[src/design/rc4xd_pkg.sv]
// Shared types and constants for the RC4 keyed XOR stream decoder.
`timescale 1ns / 1ps

package rc4xd_pkg;

   localparam int BoxSize = 256;

   localparam logic [1:0] MODE_KEY   = 2'd0;
   localparam logic [1:0] MODE_AUDIO = 2'd1;
   localparam logic [1:0] MODE_SEEK  = 2'd2;

   localparam logic [1:0] STATUS_OK        = 2'd0;
   localparam logic [1:0] STATUS_KEY_READY = 2'd1;
   localparam logic [1:0] STATUS_PAST_END  = 2'd2;
   localparam logic [1:0] STATUS_ERROR     = 2'd3;

   // controller -> datapath
   typedef struct packed {
      logic accept;
      logic fill;
      logic ks_j;
      logic ks_rd_j;
      logic ks_sw1;
      logic ks_sw2;
      logic tb_rd_k;
      logic tb_rd_b;
      logic tb_rd_c;
      logic tb_wr;
      logic emit_ready;
   } cmd_type;

   // datapath -> controller
   typedef struct packed {
      logic slot_free;
      logic build_go;
      logic idx_last;
   } sts_type;

endpackage

[src/design/rc4xd_ctrl.sv]
// Sequencer for item intake, key schedule and table build.
`timescale 1ns / 1ps

module rc4xd_ctrl
   import rc4xd_pkg::*;
(
   input  logic    clock,
   input  logic    reset,
   input  logic    req_valid,
   output logic    req_stall,
   input  sts_type sts,
   output cmd_type cmd
);

   typedef enum logic [11:0] {
      ST_IDLE    = 12'b0000_0000_0001,
      ST_FILL    = 12'b0000_0000_0010,
      ST_KS_RD_I = 12'b0000_0000_0100,
      ST_KS_J    = 12'b0000_0000_1000,
      ST_KS_RD_J = 12'b0000_0001_0000,
      ST_KS_SW1  = 12'b0000_0010_0000,
      ST_KS_SW2  = 12'b0000_0100_0000,
      ST_TB_RD_K = 12'b0000_1000_0000,
      ST_TB_RD_B = 12'b0001_0000_0000,
      ST_TB_RD_C = 12'b0010_0000_0000,
      ST_TB_WR   = 12'b0100_0000_0000,
      ST_DONE    = 12'b1000_0000_0000
   } state_type;

   state_type state_ff;
   state_type state_in;

   assign req_stall = !((state_ff == ST_IDLE) && sts.slot_free);

   always_comb begin
      cmd            = '0;
      cmd.accept     = req_valid && !req_stall;
      cmd.fill       = (state_ff == ST_FILL);
      cmd.ks_j       = (state_ff == ST_KS_J);
      cmd.ks_rd_j    = (state_ff == ST_KS_RD_J);
      cmd.ks_sw1     = (state_ff == ST_KS_SW1);
      cmd.ks_sw2     = (state_ff == ST_KS_SW2);
      cmd.tb_rd_k    = (state_ff == ST_TB_RD_K);
      cmd.tb_rd_b    = (state_ff == ST_TB_RD_B);
      cmd.tb_rd_c    = (state_ff == ST_TB_RD_C);
      cmd.tb_wr      = (state_ff == ST_TB_WR);
      cmd.emit_ready = (state_ff == ST_DONE) && sts.slot_free;
   end

   always_comb begin
      state_in = state_ff;
      case (state_ff)
         ST_IDLE: begin
            if (cmd.accept && sts.build_go) state_in = ST_FILL;
         end
         ST_FILL: begin
            if (sts.idx_last) state_in = ST_KS_RD_I;
         end
         ST_KS_RD_I: state_in = ST_KS_J;
         ST_KS_J:    state_in = ST_KS_RD_J;
         ST_KS_RD_J: state_in = ST_KS_SW1;
         ST_KS_SW1:  state_in = ST_KS_SW2;
         ST_KS_SW2: begin
            state_in = sts.idx_last ? ST_TB_RD_K : ST_KS_RD_I;
         end
         ST_TB_RD_K: state_in = ST_TB_RD_B;
         ST_TB_RD_B: state_in = ST_TB_RD_C;
         ST_TB_RD_C: state_in = ST_TB_WR;
         ST_TB_WR: begin
            state_in = sts.idx_last ? ST_DONE : ST_TB_RD_K;
         end
         ST_DONE: begin
            if (sts.slot_free) state_in = ST_IDLE;
         end
         default: state_in = ST_IDLE;
      endcase
   end

   always_ff @(posedge clock) begin
      if (reset) begin
         state_ff <= ST_IDLE;
      end else begin
         state_ff <= state_in;
      end
   end

`ifndef SYNTHESIS
   a_build_starts: assert property (@(posedge clock) disable iff (reset)
      cmd.accept && sts.build_go |=> state_ff == ST_FILL)
      else $error("key build did not start");
   a_table_done: assert property (@(posedge clock) disable iff (reset)
      state_ff == ST_TB_WR && sts.idx_last |=> state_ff == ST_DONE)
      else $error("table build did not finish");
   a_state_onehot: assert property (@(posedge clock) disable iff (reset)
      $onehot(state_ff))
      else $error("state register not one-hot");
`endif

endmodule

[config.mk]
export PLATFORM = sky130hd
export DESIGN_NAME = rc4xd_ctrl
export DESIGN_NICKNAME = d
export VERILOG_FILES = /design/src/design/rc4xd_pkg.sv /design/src/design/rc4xd_ctrl.sv
export SDC_FILE = /design/constraint.sdc
export NUM_CORES = 1
export LEC_CHECK = 0
export BUFFER_PORTS_ARGS = -buffer_cell sky130_fd_sc_hd__buf_2
export CORE_ASPECT_RATIO = 1.1
export CORE_MARGIN = 4
export CORE_UTILIZATION = 51
export DETAILED_ROUTE_END_ITERATION = 10
export PLACE_DENSITY = 0.82
export SLEW_MARGIN = 20
export SYNTH_ARGS = -nofsm -noshare
export SYNTH_HDL_FRONTEND = slang
export SYNTH_SLANG_ARGS = --single-unit
[constraint.sdc]
create_clock -name clock -period 2.5 [get_ports clock]
set_input_delay 0.125 -clock clock [delete_from_list [all_inputs] [get_ports clock]]
set_output_delay 0.125 -clock clock [all_outputs]
set_load 0.01 [all_outputs]
==> summary.md, run 1 <==
| Metric | Value |
|---|---|
| Buffers inserted by post-CTS timing repair | 0 |
| Buffering stage count on the worst path with inverters included | 1 |
| Vias in the first global route | 690 |
| Post-CTS sizing | 0 |
| Setup Crit Path Kind | register to primary output |
| Slew at the pin closest to its max-slew limit | 0.900 ns |
| Result of the run | finished clean |
| Clock-pin slew reported for the worst setup and hold paths after clock tree synthesis | 0.07 ns |
| Final non-filler cell area | between 800 and 900 um2 |
| Headroom to the max-slew limit | roughly two fifths |
| Distinct cell type count after synthesis | roughly 40 |
| Share of flip-flops with an asynchronous set or reset | 0% |
| Clock buffer count from CTS | 3 |
| Clock Skews | 0.00298 ns |
| Layout overhead on the synthesized area | 14.7% |
| Crit path largest cell delay | 0.80 ns |
| Remaining design rule violation count | 0 |
| X dimension of the die | 45.2 um |
| Post-detailed-route count of antenna-violating nets | 0 |
| FP Rows | 14 |
| Synth Warn # | 0 |
| Max clock buf depth | 2 |
| Post-synthesis sequential element count | 12 |
| TritonCTS clock tree | yes |
| Fmax | approximately 0.43 GHz |
| Number of nets in the layout | 109 |
| Vertical die dimension | between 40 and 50 um |
| Hold Vio Cnt, Final | 0 |
| Area share of the leading cell type in the synthesized netlist | about 31% |
| Total power divided by cell area | between 400 and 500 nW/um2 |
| Insertion delay to the later sink of the worst-skew pair | between 0.2 and 0.3 ns |
| Mapped cell area | 776 um2 |
| Sequence of cells on the critical path | nor4_1 -> and3_1 -> and4_1 -> buf_2 |
| Worst path top cell family by delay | simple AND/OR/NAND/NOR gates |
| Critical path endpoint category | primary output |
| Slowest library cell on the worst path | nor4_1 |
| Fin crit share | 93.1% |
| Endpoint arrival time on the critical path | 2.20 ns |
| Cell type with the largest total area after synthesis | dfxtp_1 |
| Maximum fanout along the worst path | 7 |
| Share of the yosys chip area belonging to registers | 31.0% |
| Flip-flop count of the largest register after layout | 12 |
| Kind of path behind the tightest hold check | primary input to register |
| Most frequent cells in the layout | buf_2 (17), dfxtp_1 (12), nor4_1 (6), nor3b_1 (6) |
| Number of fill cells | around 130 |
| Total wire length after detailed routing | 1.84 mm |
| Largest voltage drop on the vdd net | between 300 and 400 uV |
| Most common cell after layout, fill and taps aside | buf_2 |
| Pre-Repair DR Iteration Count | 4 |
| Number of failing setup endpoints in the final timing report | 0 |
| Remaining global-route overflow | 0 |
| Placeable core area | about 1400 um2 |
| Setup crit start kind | register |
| Number of synthesized flops with an enable pin | 0 |
| Number of hold-repair buffers added at the cts stage | 0 |
| Top area cells in the synthesized netlist | dfxtp_1 (31%), nor3b_1 (5.8%), nor4_1 (4.8%) |
| Wire length of the first global-routing pass | ~3.1 mm |
| Reg with most FFs | state_ff |
| Clock period minus final worst setup slack | 2.33 ns |
| Sum of negative setup slack | 0 ns |
| Slew Limit Fails | 0 |
| Number of antenna violations at the first check in global routing | 0 |
| Static power due to leakage | between 0.0003 and 0.0004 uW |
| # diodes | 0 |
| Syn Area/Cell | 9.02 um2 |
| Area taken by multi-input logic gates | a little under 500 um2 |
| Number of port buffers | 17 |
| Most used flip-flop cell after synthesis | dfxtp_1 |
| Syn Inst Count | 86 |
| Total via count in the routed design | roughly 770 |
| Violation count after the first detailed-routing iteration | 23 |
| WL/cell | roughly 16 um |
| Clock net sink count | 12 |
| Setup repair after global routing missed its margin | no |
| Half-perimeter wire length after detailed placement | approximately 1.4 mm |
| Sequential cell area | 240 um2 |
| # IOs | 18 |
| CP Data Required Time | 2.38 ns |
| Largest net degree at the start of global routing | 13 |
| Global placer's final weighted congestion | 0.866 |
| Net count of the mapped netlist | a little over 90 |
| Overall fraction of global-route tracks in use | between 15 and 20% |
| Largest registers | state_ff: 12 flops |
| Layout cells sized above 1 | roughly 28% |
| Max Cap Viol | 0 |
| # H-tree levels | 1 |
| Vias/cell | ~6.5 |
| Total die area | approximately 2200 um2 |
| Overall Power | between 400 and 500 uW |
| Root Buffer Master | clkbuf_4 |
| Initial standard-cell utilization of the core | between 50% and 60% |
| Post-place instance area | between 800 and 900 um2 |
[through the flow]
step	utilization (%)	hold slack (ns)	cells	setup WS, ns
CTS	63.5	0.117	118	0.189
floorplan	-	0.197	86	0.447
finish	63.5	0.121	118	0.172
global route	63.5	0.133	118	0.109
global placement	60.9	0.411	114	0.389
detailed placement	60.9	0.404	114	0.323
[final cells by class]
class                   instances  share of cell area [%]
clock buffers                   4                    4.08
flip-flops and latches         12                    27.0
multi-input cells              65                    55.4
repair buffers                 17                    9.56
inverters                       4                    1.69
well taps                      16                    2.25
[Yosys cell counts, types with 2 or more instances]
master,number
inv_1,4
nor3b_1,6
nor4_1,6
or4_1,3
nor3_1,4
and4_1,2
nor2_1,3
and4b_1,2
o2111ai_1,2
dfxtp_1,12
nor2b_1,2
nand2b_1,2
xor2_1,2
o21ai_0,3
a21oi_1,3
clkbuf_1,3
and3_1,3
[cells by family after synthesis]
group | Yosys count | share of synthesized area, %
xor+xnor | 2 | 2.26
buf+inv | 9 | 5.48
compound gates | 17 | 16.9
mux | 1 | 1.29
flops | 12 | 31.0
simple gates | 45 | 43.1
[worst register-to-register path, delay by kind of cell (launching register included)]
family | cells | cell delay [ns]
AND/OR/NAND/NOR | 2 | 1.27
AO/OA/AOI/OAI | 2 | 0.43
flip-flops | 1 | 0.39
[metal layers]
layer | wire length, um | vias to the layer above | part of all wire, % | global-route usage, %
li1 | - | 375 | - | -
met1 | 777 | 345 | 42 | 25.1
met2 | 877 | 38 | 48 | 27.6
met3 | 147 | 7 | 8.0 | 3.69
met4 | 34 | 0 | 1.9 | 7.32
met5 | 0 | - | 0 | 0
[power breakdown]
part,internal [uW],total [uW],leakage [uW],switching [uW]
Combinational,24.2,62.6,0.000259,38.4
Sequential,194,199,0.0000969,5.07
Clock,88.7,151,0.0000210,62.8
Total,307,413,0.000377,106
[worst paths after layout]
path                from      endpoint  slack, ns  cells past startpoint
min reg2reg  state_ff[2]   state_ff[3]       0.57                      2
max reg2reg  state_ff[1]   state_ff[0]       0.29                      4
max          state_ff[4]       cmd[10]       0.17                      4
min               sts[0]  state_ff[11]       0.12                      3
Note: power is estimated with default switching activity, not from simulation.
==> run 2, diff against run 1 <==
- RECOVER_POWER: default -> 25
- SETUP_SLACK_MARGIN: default -> 0.3
- clock period: 2.5 -> 2.6 ns (I/O delays scaled with it)
==> summary.md, run 2 (synthesis gave the netlist of run 1 again) <==
| Metric | Value |
|---|---|
| Hold Crit Start | sts[0] |
| Number of hold-repair buffers added at the cts stage | 0 (unchanged) |
| Endpoint of the worst register-to-register path | state_ff[0] |
| Static power due to leakage | 0.000369 uW (-2.3%) |
| Setup repair after global routing missed its margin | no |
| Clock period minus final worst setup slack | between 2 and 2.5 ns |
| Number of antenna violations at the first check in global routing | 0 (unchanged) |
| Flip-flop count of the largest register after layout | 12 (unchanged) |
| Root Buffer Master | clkbuf_4 |
| Post-detailed-route count of antenna-violating nets | 0 (unchanged) |
| CP Data Required Time | 2.47 ns (+0.09 ns) |
| Largest net degree at the start of global routing | 13 (unchanged) |
| Endpoint arrival time on the critical path | 2.14 ns (-0.06 ns) |
| Reg with most FFs | state_ff |
| Register share of total power | 48.8% (+0.6 points) |
| Launch point of the worst reg-to-reg path | state_ff[1] |
| Insertion delay to the later sink of the worst-skew pair | 0.26 ns (-0.02 ns) |
| Portion of total power attributed to the clock network | 35.6% (-1.1 points) |
| Headroom to the max-slew limit | 61.4% (+22 points) |
| Overall fraction of global-route tracks in use | 18.4% (unchanged) |
| Max Cap Viol | 0 (unchanged) |
| Sw Share | 24.5% (-1.2 points) |
| Vias/cell | 6.48 (unchanged) |
| Total via count in the routed design | 765 (unchanged) |
| Clock net sink count | 12 (unchanged) |
| Max clock buf depth | 2 (unchanged) |
| Clock buffer count from CTS | 3 (unchanged) |
| Finished Core Util | 63.7% (+0.27 points) |
| Vias in the first global route | 688 (-0.29%) |
| Maximum fanout along the worst path | 9 (+2) |
| Buffers inserted by post-CTS timing repair | 0 (unchanged) |
| Initial standard-cell utilization of the core | 55.4% (unchanged) |
| FP Rows | 14 (unchanged) |
| Fmax | between 0.4 and 0.5 GHz |
| Result of the run | finished clean |
| Sum of negative setup slack | 0 ns (unchanged) |
| Layout cells sized above 1 | 27.5% (-0.98 points) |
| # H-tree levels | 1 (unchanged) |
| X dimension of the die | 45.2 um (unchanged) |
| Most common cell after layout, fill and taps aside | buf_2 |
| Worst reg-to-reg path cell count | 4 (unchanged) |
| Setup crit start kind | register |
| Wire length of the first global-routing pass | 3.20 mm (+2.4%) |
| Total wire length after detailed routing | 1.83 mm (about the same) |
| Kind of path behind the tightest hold check | primary input to register |
| Setup Crit Path Kind | register to primary output |
| Fin crit share | just under 90% |
| Vertical die dimension | 48.9 um (unchanged) |
| Number of nets in the layout | 109 (unchanged) |
| Switching power summed over all nets | 96.0 uW (-9.6%) |
| Count of cells along the worst hold path | 3 (unchanged) |
| Global placer's final weighted congestion | 0.866 (about the same) |
| TritonCTS clock tree | yes |
| Critical path endpoint category | primary output |
| Largest registers | state_ff: 12 flops |
| Remaining design rule violation count | 0 (unchanged) |
| Placeable core area | 1400 um2 (unchanged) |
| # diodes | 0 (unchanged) |
| Slew Limit Fails | 0 (unchanged) |
| Remaining global-route overflow | 0 (unchanged) |
| Clock-pin slew reported for the worst setup and hold paths after clock tree synthesis | 0.07 ns (about the same) |
| # IOs | 18 (unchanged) |
| Pre-Repair DR Iteration Count | 4 (unchanged) |
| Number of port buffers | 17 (unchanged) |
| Largest voltage drop on the vdd net | 446 uV (+35%) |
| Hold path endpoint | state_ff[11] |
| Reg-to-reg setup timing slack | 0.43 ns (+0.14 ns) |
| Combinational share of power | 15.6% (+0.4 points) |
| Total power divided by cell area | 439 nW/um2 (-5.5%) |
| Internal power contribution | 296 uW (-3.5%) |
| Total die area | 2210 um2 (unchanged) |
| Clock Skews | 0.000508 ns (-0.00248 ns) |
| Layout overhead on the synthesized area | 15.2% |
| Half-perimeter wire length after detailed placement | 1.40 mm (+1.7%) |
| Hold Vio Cnt, Final | 0 (unchanged) |
| Smallest setup slack after layout | 0.331 ns (+0.158 ns) |
| WL/cell | 15.5 um (about the same) |
| Hold Slack | 0.139 ns (+0.0178 ns) |
| Violation count after the first detailed-routing iteration | 20 (-13%) |
| Slew at the pin closest to its max-slew limit | 0.574 ns (-0.326 ns) |
| Number of failing setup endpoints in the final timing report | 0 (unchanged) |
| Worst slack at placement | 0.436 ns (+0.113 ns) |
| Most frequent cells in the layout | buf_2 (15), dfxtp_1 (12), nor3b_1 (6) |
run 2: changes by cell type in the layout (fill, tap and decap cells not counted), sizes merged:
| cell | previous run | this run |
|---|---|---|
| buf | 17 | 15 |
| clkbuf | 4 | 6 |
run 2: how the worst max path moves through the flow:
| stage | from | to | slack, ns |
|---|---|---|---|
| 6_report | state_ff[1] | cmd[2] | 0.33 |
| 5_1_grt | state_ff[4] | cmd[2] | 0.20 |
| 4_1_cts | state_ff[1] | cmd[2] | 0.30 |
| 3_5_place_dp | state_ff[1] | state_ff[0] | 0.44 |
| 3_3_place_gp | state_ff[1] | state_ff[0] | 0.49 |
| 2_1_floorplan | state_ff[1] | state_ff[0] | 0.55 |
run 2: cell type report:
cell class,instances,area [um2]
Clock buffer,4,36.3
Fill cell,127,508
Timing Repair Buffer,17,82.6
Inverter,4,15.0
Sequential cell,12,240
Tap cell,16,20.0
Multi-Input combinational cell,65,499
run 2: timing repair:
item	in CTS	in global routing
endpoints found under the hold margin	0	0
setup endpoints to repair	0	6
resized for setup	0	3
run 2: critical path: stages, from the launching register on:
cell and delay (ns):
dfxtp_1 0.39, or4_4 0.59, or3_4 0.42, nor4b_1 0.29, buf_2 0.19
run 2: power groups by stage:
stage | clock, uW | sequential, uW | combinational (uW)
2_1_floorplan | 0 | 193 | 47.1
3_3_place_gp | 0 | 195 | 58.6
3_5_place_dp | 0 | 195 | 59.2
4_1_cts | 144 | 191 | 59.6
5_1_grt | 155 | 192 | 67.1
6_report | 139 | 191 | 61.3
run 2: layer usage:
layer,part of all wire (%),wire [um],vias to the layer above,GRT usage [%]
met5,0,0,-,0
met1,44,807,351,25.5
met3,7.1,131,0,3.69
li1,-,-,377,-
met2,49,896,37,30.0
met4,0,0,0,1.46
run 2: through the flow:
stage	power, uW	area (um2)	std cells
3_3_place_gp	254	853	114
4_1_cts	395	890	118
5_1_grt	414	893	118
6_report	392	893	118
2_1_floorplan	240	776	86
3_5_place_dp	255	853	114
==> run 3, diff against run 2 <==
==> constraint.sdc (replaced) <==
create_clock -name clock -period 2.6 [get_ports clock]
set_input_delay 0 -clock clock [delete_from_list [all_inputs] [get_ports clock]]
set_output_delay 0 -clock clock [all_outputs]
set_load 0.01 [all_outputs]
==> summary.md, run 3 (synthesis gave the netlist of run 1 again) <==
| Metric | Value |
|---|---|
| Flip-flop count of the largest register after layout | 12 (unchanged) |
| Clock buffer count from CTS | 3 (unchanged) |
| X dimension of the die | 45.2 um (unchanged) |
| Slowest library cell on the worst path | or4_1 |
| WL/cell | 15.4 um (-1.2%) |
| Root Buffer Master | clkbuf_4 |
| Worst reg-to-reg path cell count | 4 (unchanged) |
| Global placer's final weighted congestion | 0.866 (unchanged) |
| Maximum fanout along the worst path | 9 (unchanged) |
| Kind of path behind the tightest hold check | primary input to register |
| Remaining global-route overflow | 0 (unchanged) |
| Max clock buf depth | 2 (unchanged) |
| Total power divided by cell area | 442 nW/um2 (+0.72%) |
| # H-tree levels | 1 (unchanged) |
| Clock net sink count | 12 (unchanged) |
| Fmax | 0.454 GHz (+3.1%) |
| CP Data Required Time | 2.60 ns (+0.13 ns) |
| # IOs | 18 (unchanged) |
| Endpoint of the worst register-to-register path | state_ff[0] |
| Clock-pin slew reported for the worst setup and hold paths after clock tree synthesis | 0.07 ns (about the same) |
| Vias/cell | 6.42 (-1.0%) |
| Setup crit start kind | register |
| Sum of negative setup slack | 0 ns (unchanged) |
| Reg with most FFs | state_ff |
| Vias in the first global route | 688 (unchanged) |
| Wire length of the first global-routing pass | 3.20 mm (unchanged) |
| Number of hold-repair buffers added at the cts stage | 0 (unchanged) |
| CP endpoint | cmd[2] |
| Sequence of cells on the critical path | or4_1 -> or3_1 -> nor4b_2 -> buf_2 |
| Clock period minus final worst setup slack | 2.20 ns (-0.0678 ns) |
| Half-perimeter wire length after detailed placement | 1.40 mm (unchanged) |
| Critical path endpoint category | primary output |
| Result of the run | finished clean |
| Slew Limit Fails | 0 (unchanged) |
| Setup Crit Path Kind | register to primary output |
| Launching element of the worst setup path | state_ff[1] |
| Layout overhead on the synthesized area | 13.5% |
| FP Rows | 14 (unchanged) |
| TritonCTS clock tree | yes |
| Largest registers | state_ff: 12 flops |
| Overall fraction of global-route tracks in use | 18.4% (unchanged) |
| Crit path largest cell delay | 0.65 ns (+0.06 ns) |
| Clock Skews | 0.000810 ns (+0.000301 ns) |
| Largest net degree at the start of global routing | 13 (unchanged) |
| Largest voltage drop on the vdd net | 446 uV (+0.16%) |
| Setup repair after global routing missed its margin | no |
| Violation count after the first detailed-routing iteration | 35 (+75%) |
| Most frequent cells in the layout | buf_2 (14), dfxtp_1 (12), nor4_1 (6), nor3b_1 (6) |
| Static power due to leakage | 0.000362 uW (-1.9%) |
| Number of port buffers | 17 (unchanged) |
| Max Cap Viol | 0 (unchanged) |
| Total die area | 2210 um2 (unchanged) |
| Hold Vio Cnt, Final | 0 (unchanged) |
| Fin crit share | 84.7% (-2.6 points) |
| Slew at the pin closest to its max-slew limit | 0.833 ns (+0.259 ns) |
| Most common cell after layout, fill and taps aside | buf_2 |
| Total wire length after detailed routing | 1.81 mm (-1.2%) |
| Number of antenna violations at the first check in global routing | 0 (unchanged) |
| Launch point of the worst reg-to-reg path | state_ff[1] |
| Vertical die dimension | 48.9 um (unchanged) |
| Layout cells sized above 1 | 24.5% (-2.9 points) |
| Endpoint arrival time on the critical path | 2.20 ns (+0.06 ns) |
| Post-CTS sizing | 0 (unchanged) |
| Initial standard-cell utilization of the core | 55.4% (unchanged) |
| Headroom to the max-slew limit | 44.0% (-17 points) |
| Remaining design rule violation count | 0 (unchanged) |
| Reg-to-reg setup timing slack | 0.42 ns (about the same) |
| Post-place instance area | 853 um2 (unchanged) |
| # diodes | 0 (unchanged) |
| Final non-filler cell area | 881 um2 (-1.4%) |
| Number of failing setup endpoints in the final timing report | 0 (unchanged) |
| Placeable core area | 1400 um2 (unchanged) |
| Pre-Repair DR Iteration Count | 4 (unchanged) |
| Post-detailed-route count of antenna-violating nets | 0 (unchanged) |
| Number of nets in the layout | 109 (unchanged) |
| Insertion delay to the later sink of the worst-skew pair | 0.26 ns (about the same) |
| Total via count in the routed design | 757 (-1.0%) |
| Buffers inserted by post-CTS timing repair | 0 (unchanged) |
run 3: cell count changes in the layout (fill, tap and decap cells not counted):
cell / previous run / this run
clkbuf_1: 2 / 3
nor4_2: 2 / 0
buf_2: 15 / 14
or3_1: 0 / 1
nor4b_2: 0 / 1
nor4b_1: 1 / 0
or3_4: 1 / 0
nor4_1: 4 / 6
run 3: layout make-up:
class | count | area, um2
Multi-Input combinational cell | 65 | 488
Timing Repair Buffer | 17 | 81.3
Inverter | 4 | 15.0
Fill cell | 134 | 520
Clock buffer | 4 | 36.3
Sequential cell | 12 | 240
Tap cell | 16 | 20.0
run 3: worst min-delay path by stage:
stage	start	to	slack, ns	cells past startpoint
2_1_floorplan	reset	state_ff[10]	0.07	1
3_3_place_gp	sts[0]	state_ff[11]	0.29	3
3_5_place_dp	sts[0]	state_ff[11]	0.28	3
4_1_cts	sts[0]	state_ff[11]	0.003	3
5_1_grt	sts[0]	state_ff[11]	0.02	3
6_report	sts[0]	state_ff[11]	0.007	3
run 3: worst max-delay path: cells and delay by family (launching register included):
kind	cells	cell delay, ns
flops	1	0.39
buf+inv	1	0.17
simple gates	3	1.38
run 3: stage by stage:
| step | setup slack (ns) | hold slack [ns] | power [uW] | utilization (%) | std cells |
|---|---|---|---|---|---|
| 2_1_floorplan | 0.547 | 0.0716 | 240 | - | 86 |
| 3_3_place_gp | 0.489 | 0.286 | 254 | 60.9 | 114 |
| 3_5_place_dp | 0.436 | 0.279 | 255 | 60.9 | 114 |
| 4_1_cts | 0.417 | 0.00268 | 395 | 63.5 | 118 |
| 5_1_grt | 0.292 | 0.0188 | 411 | 62.9 | 118 |
| 6_report | 0.398 | 0.00739 | 389 | 62.9 | 118 |
run 3: routing by layer:
layer	routed length, um	track usage, %	share of wire (%)	vias up
met3	132	3.69	7.3	2
met5	0	0	0	-
met2	918	30.0	51	33
met1	757	25.5	42	348
met4	4	1.46	0.22	0
li1	-	-	-	374
run 3: power by group:
part	internal [uW]	leakage [uW]	switching, uW
clock	84.9	0.0000210	55.0
combinational	21.8	0.000244	36.4
sequential	186	0.0000969	4.75
total	293	0.000362	96.2
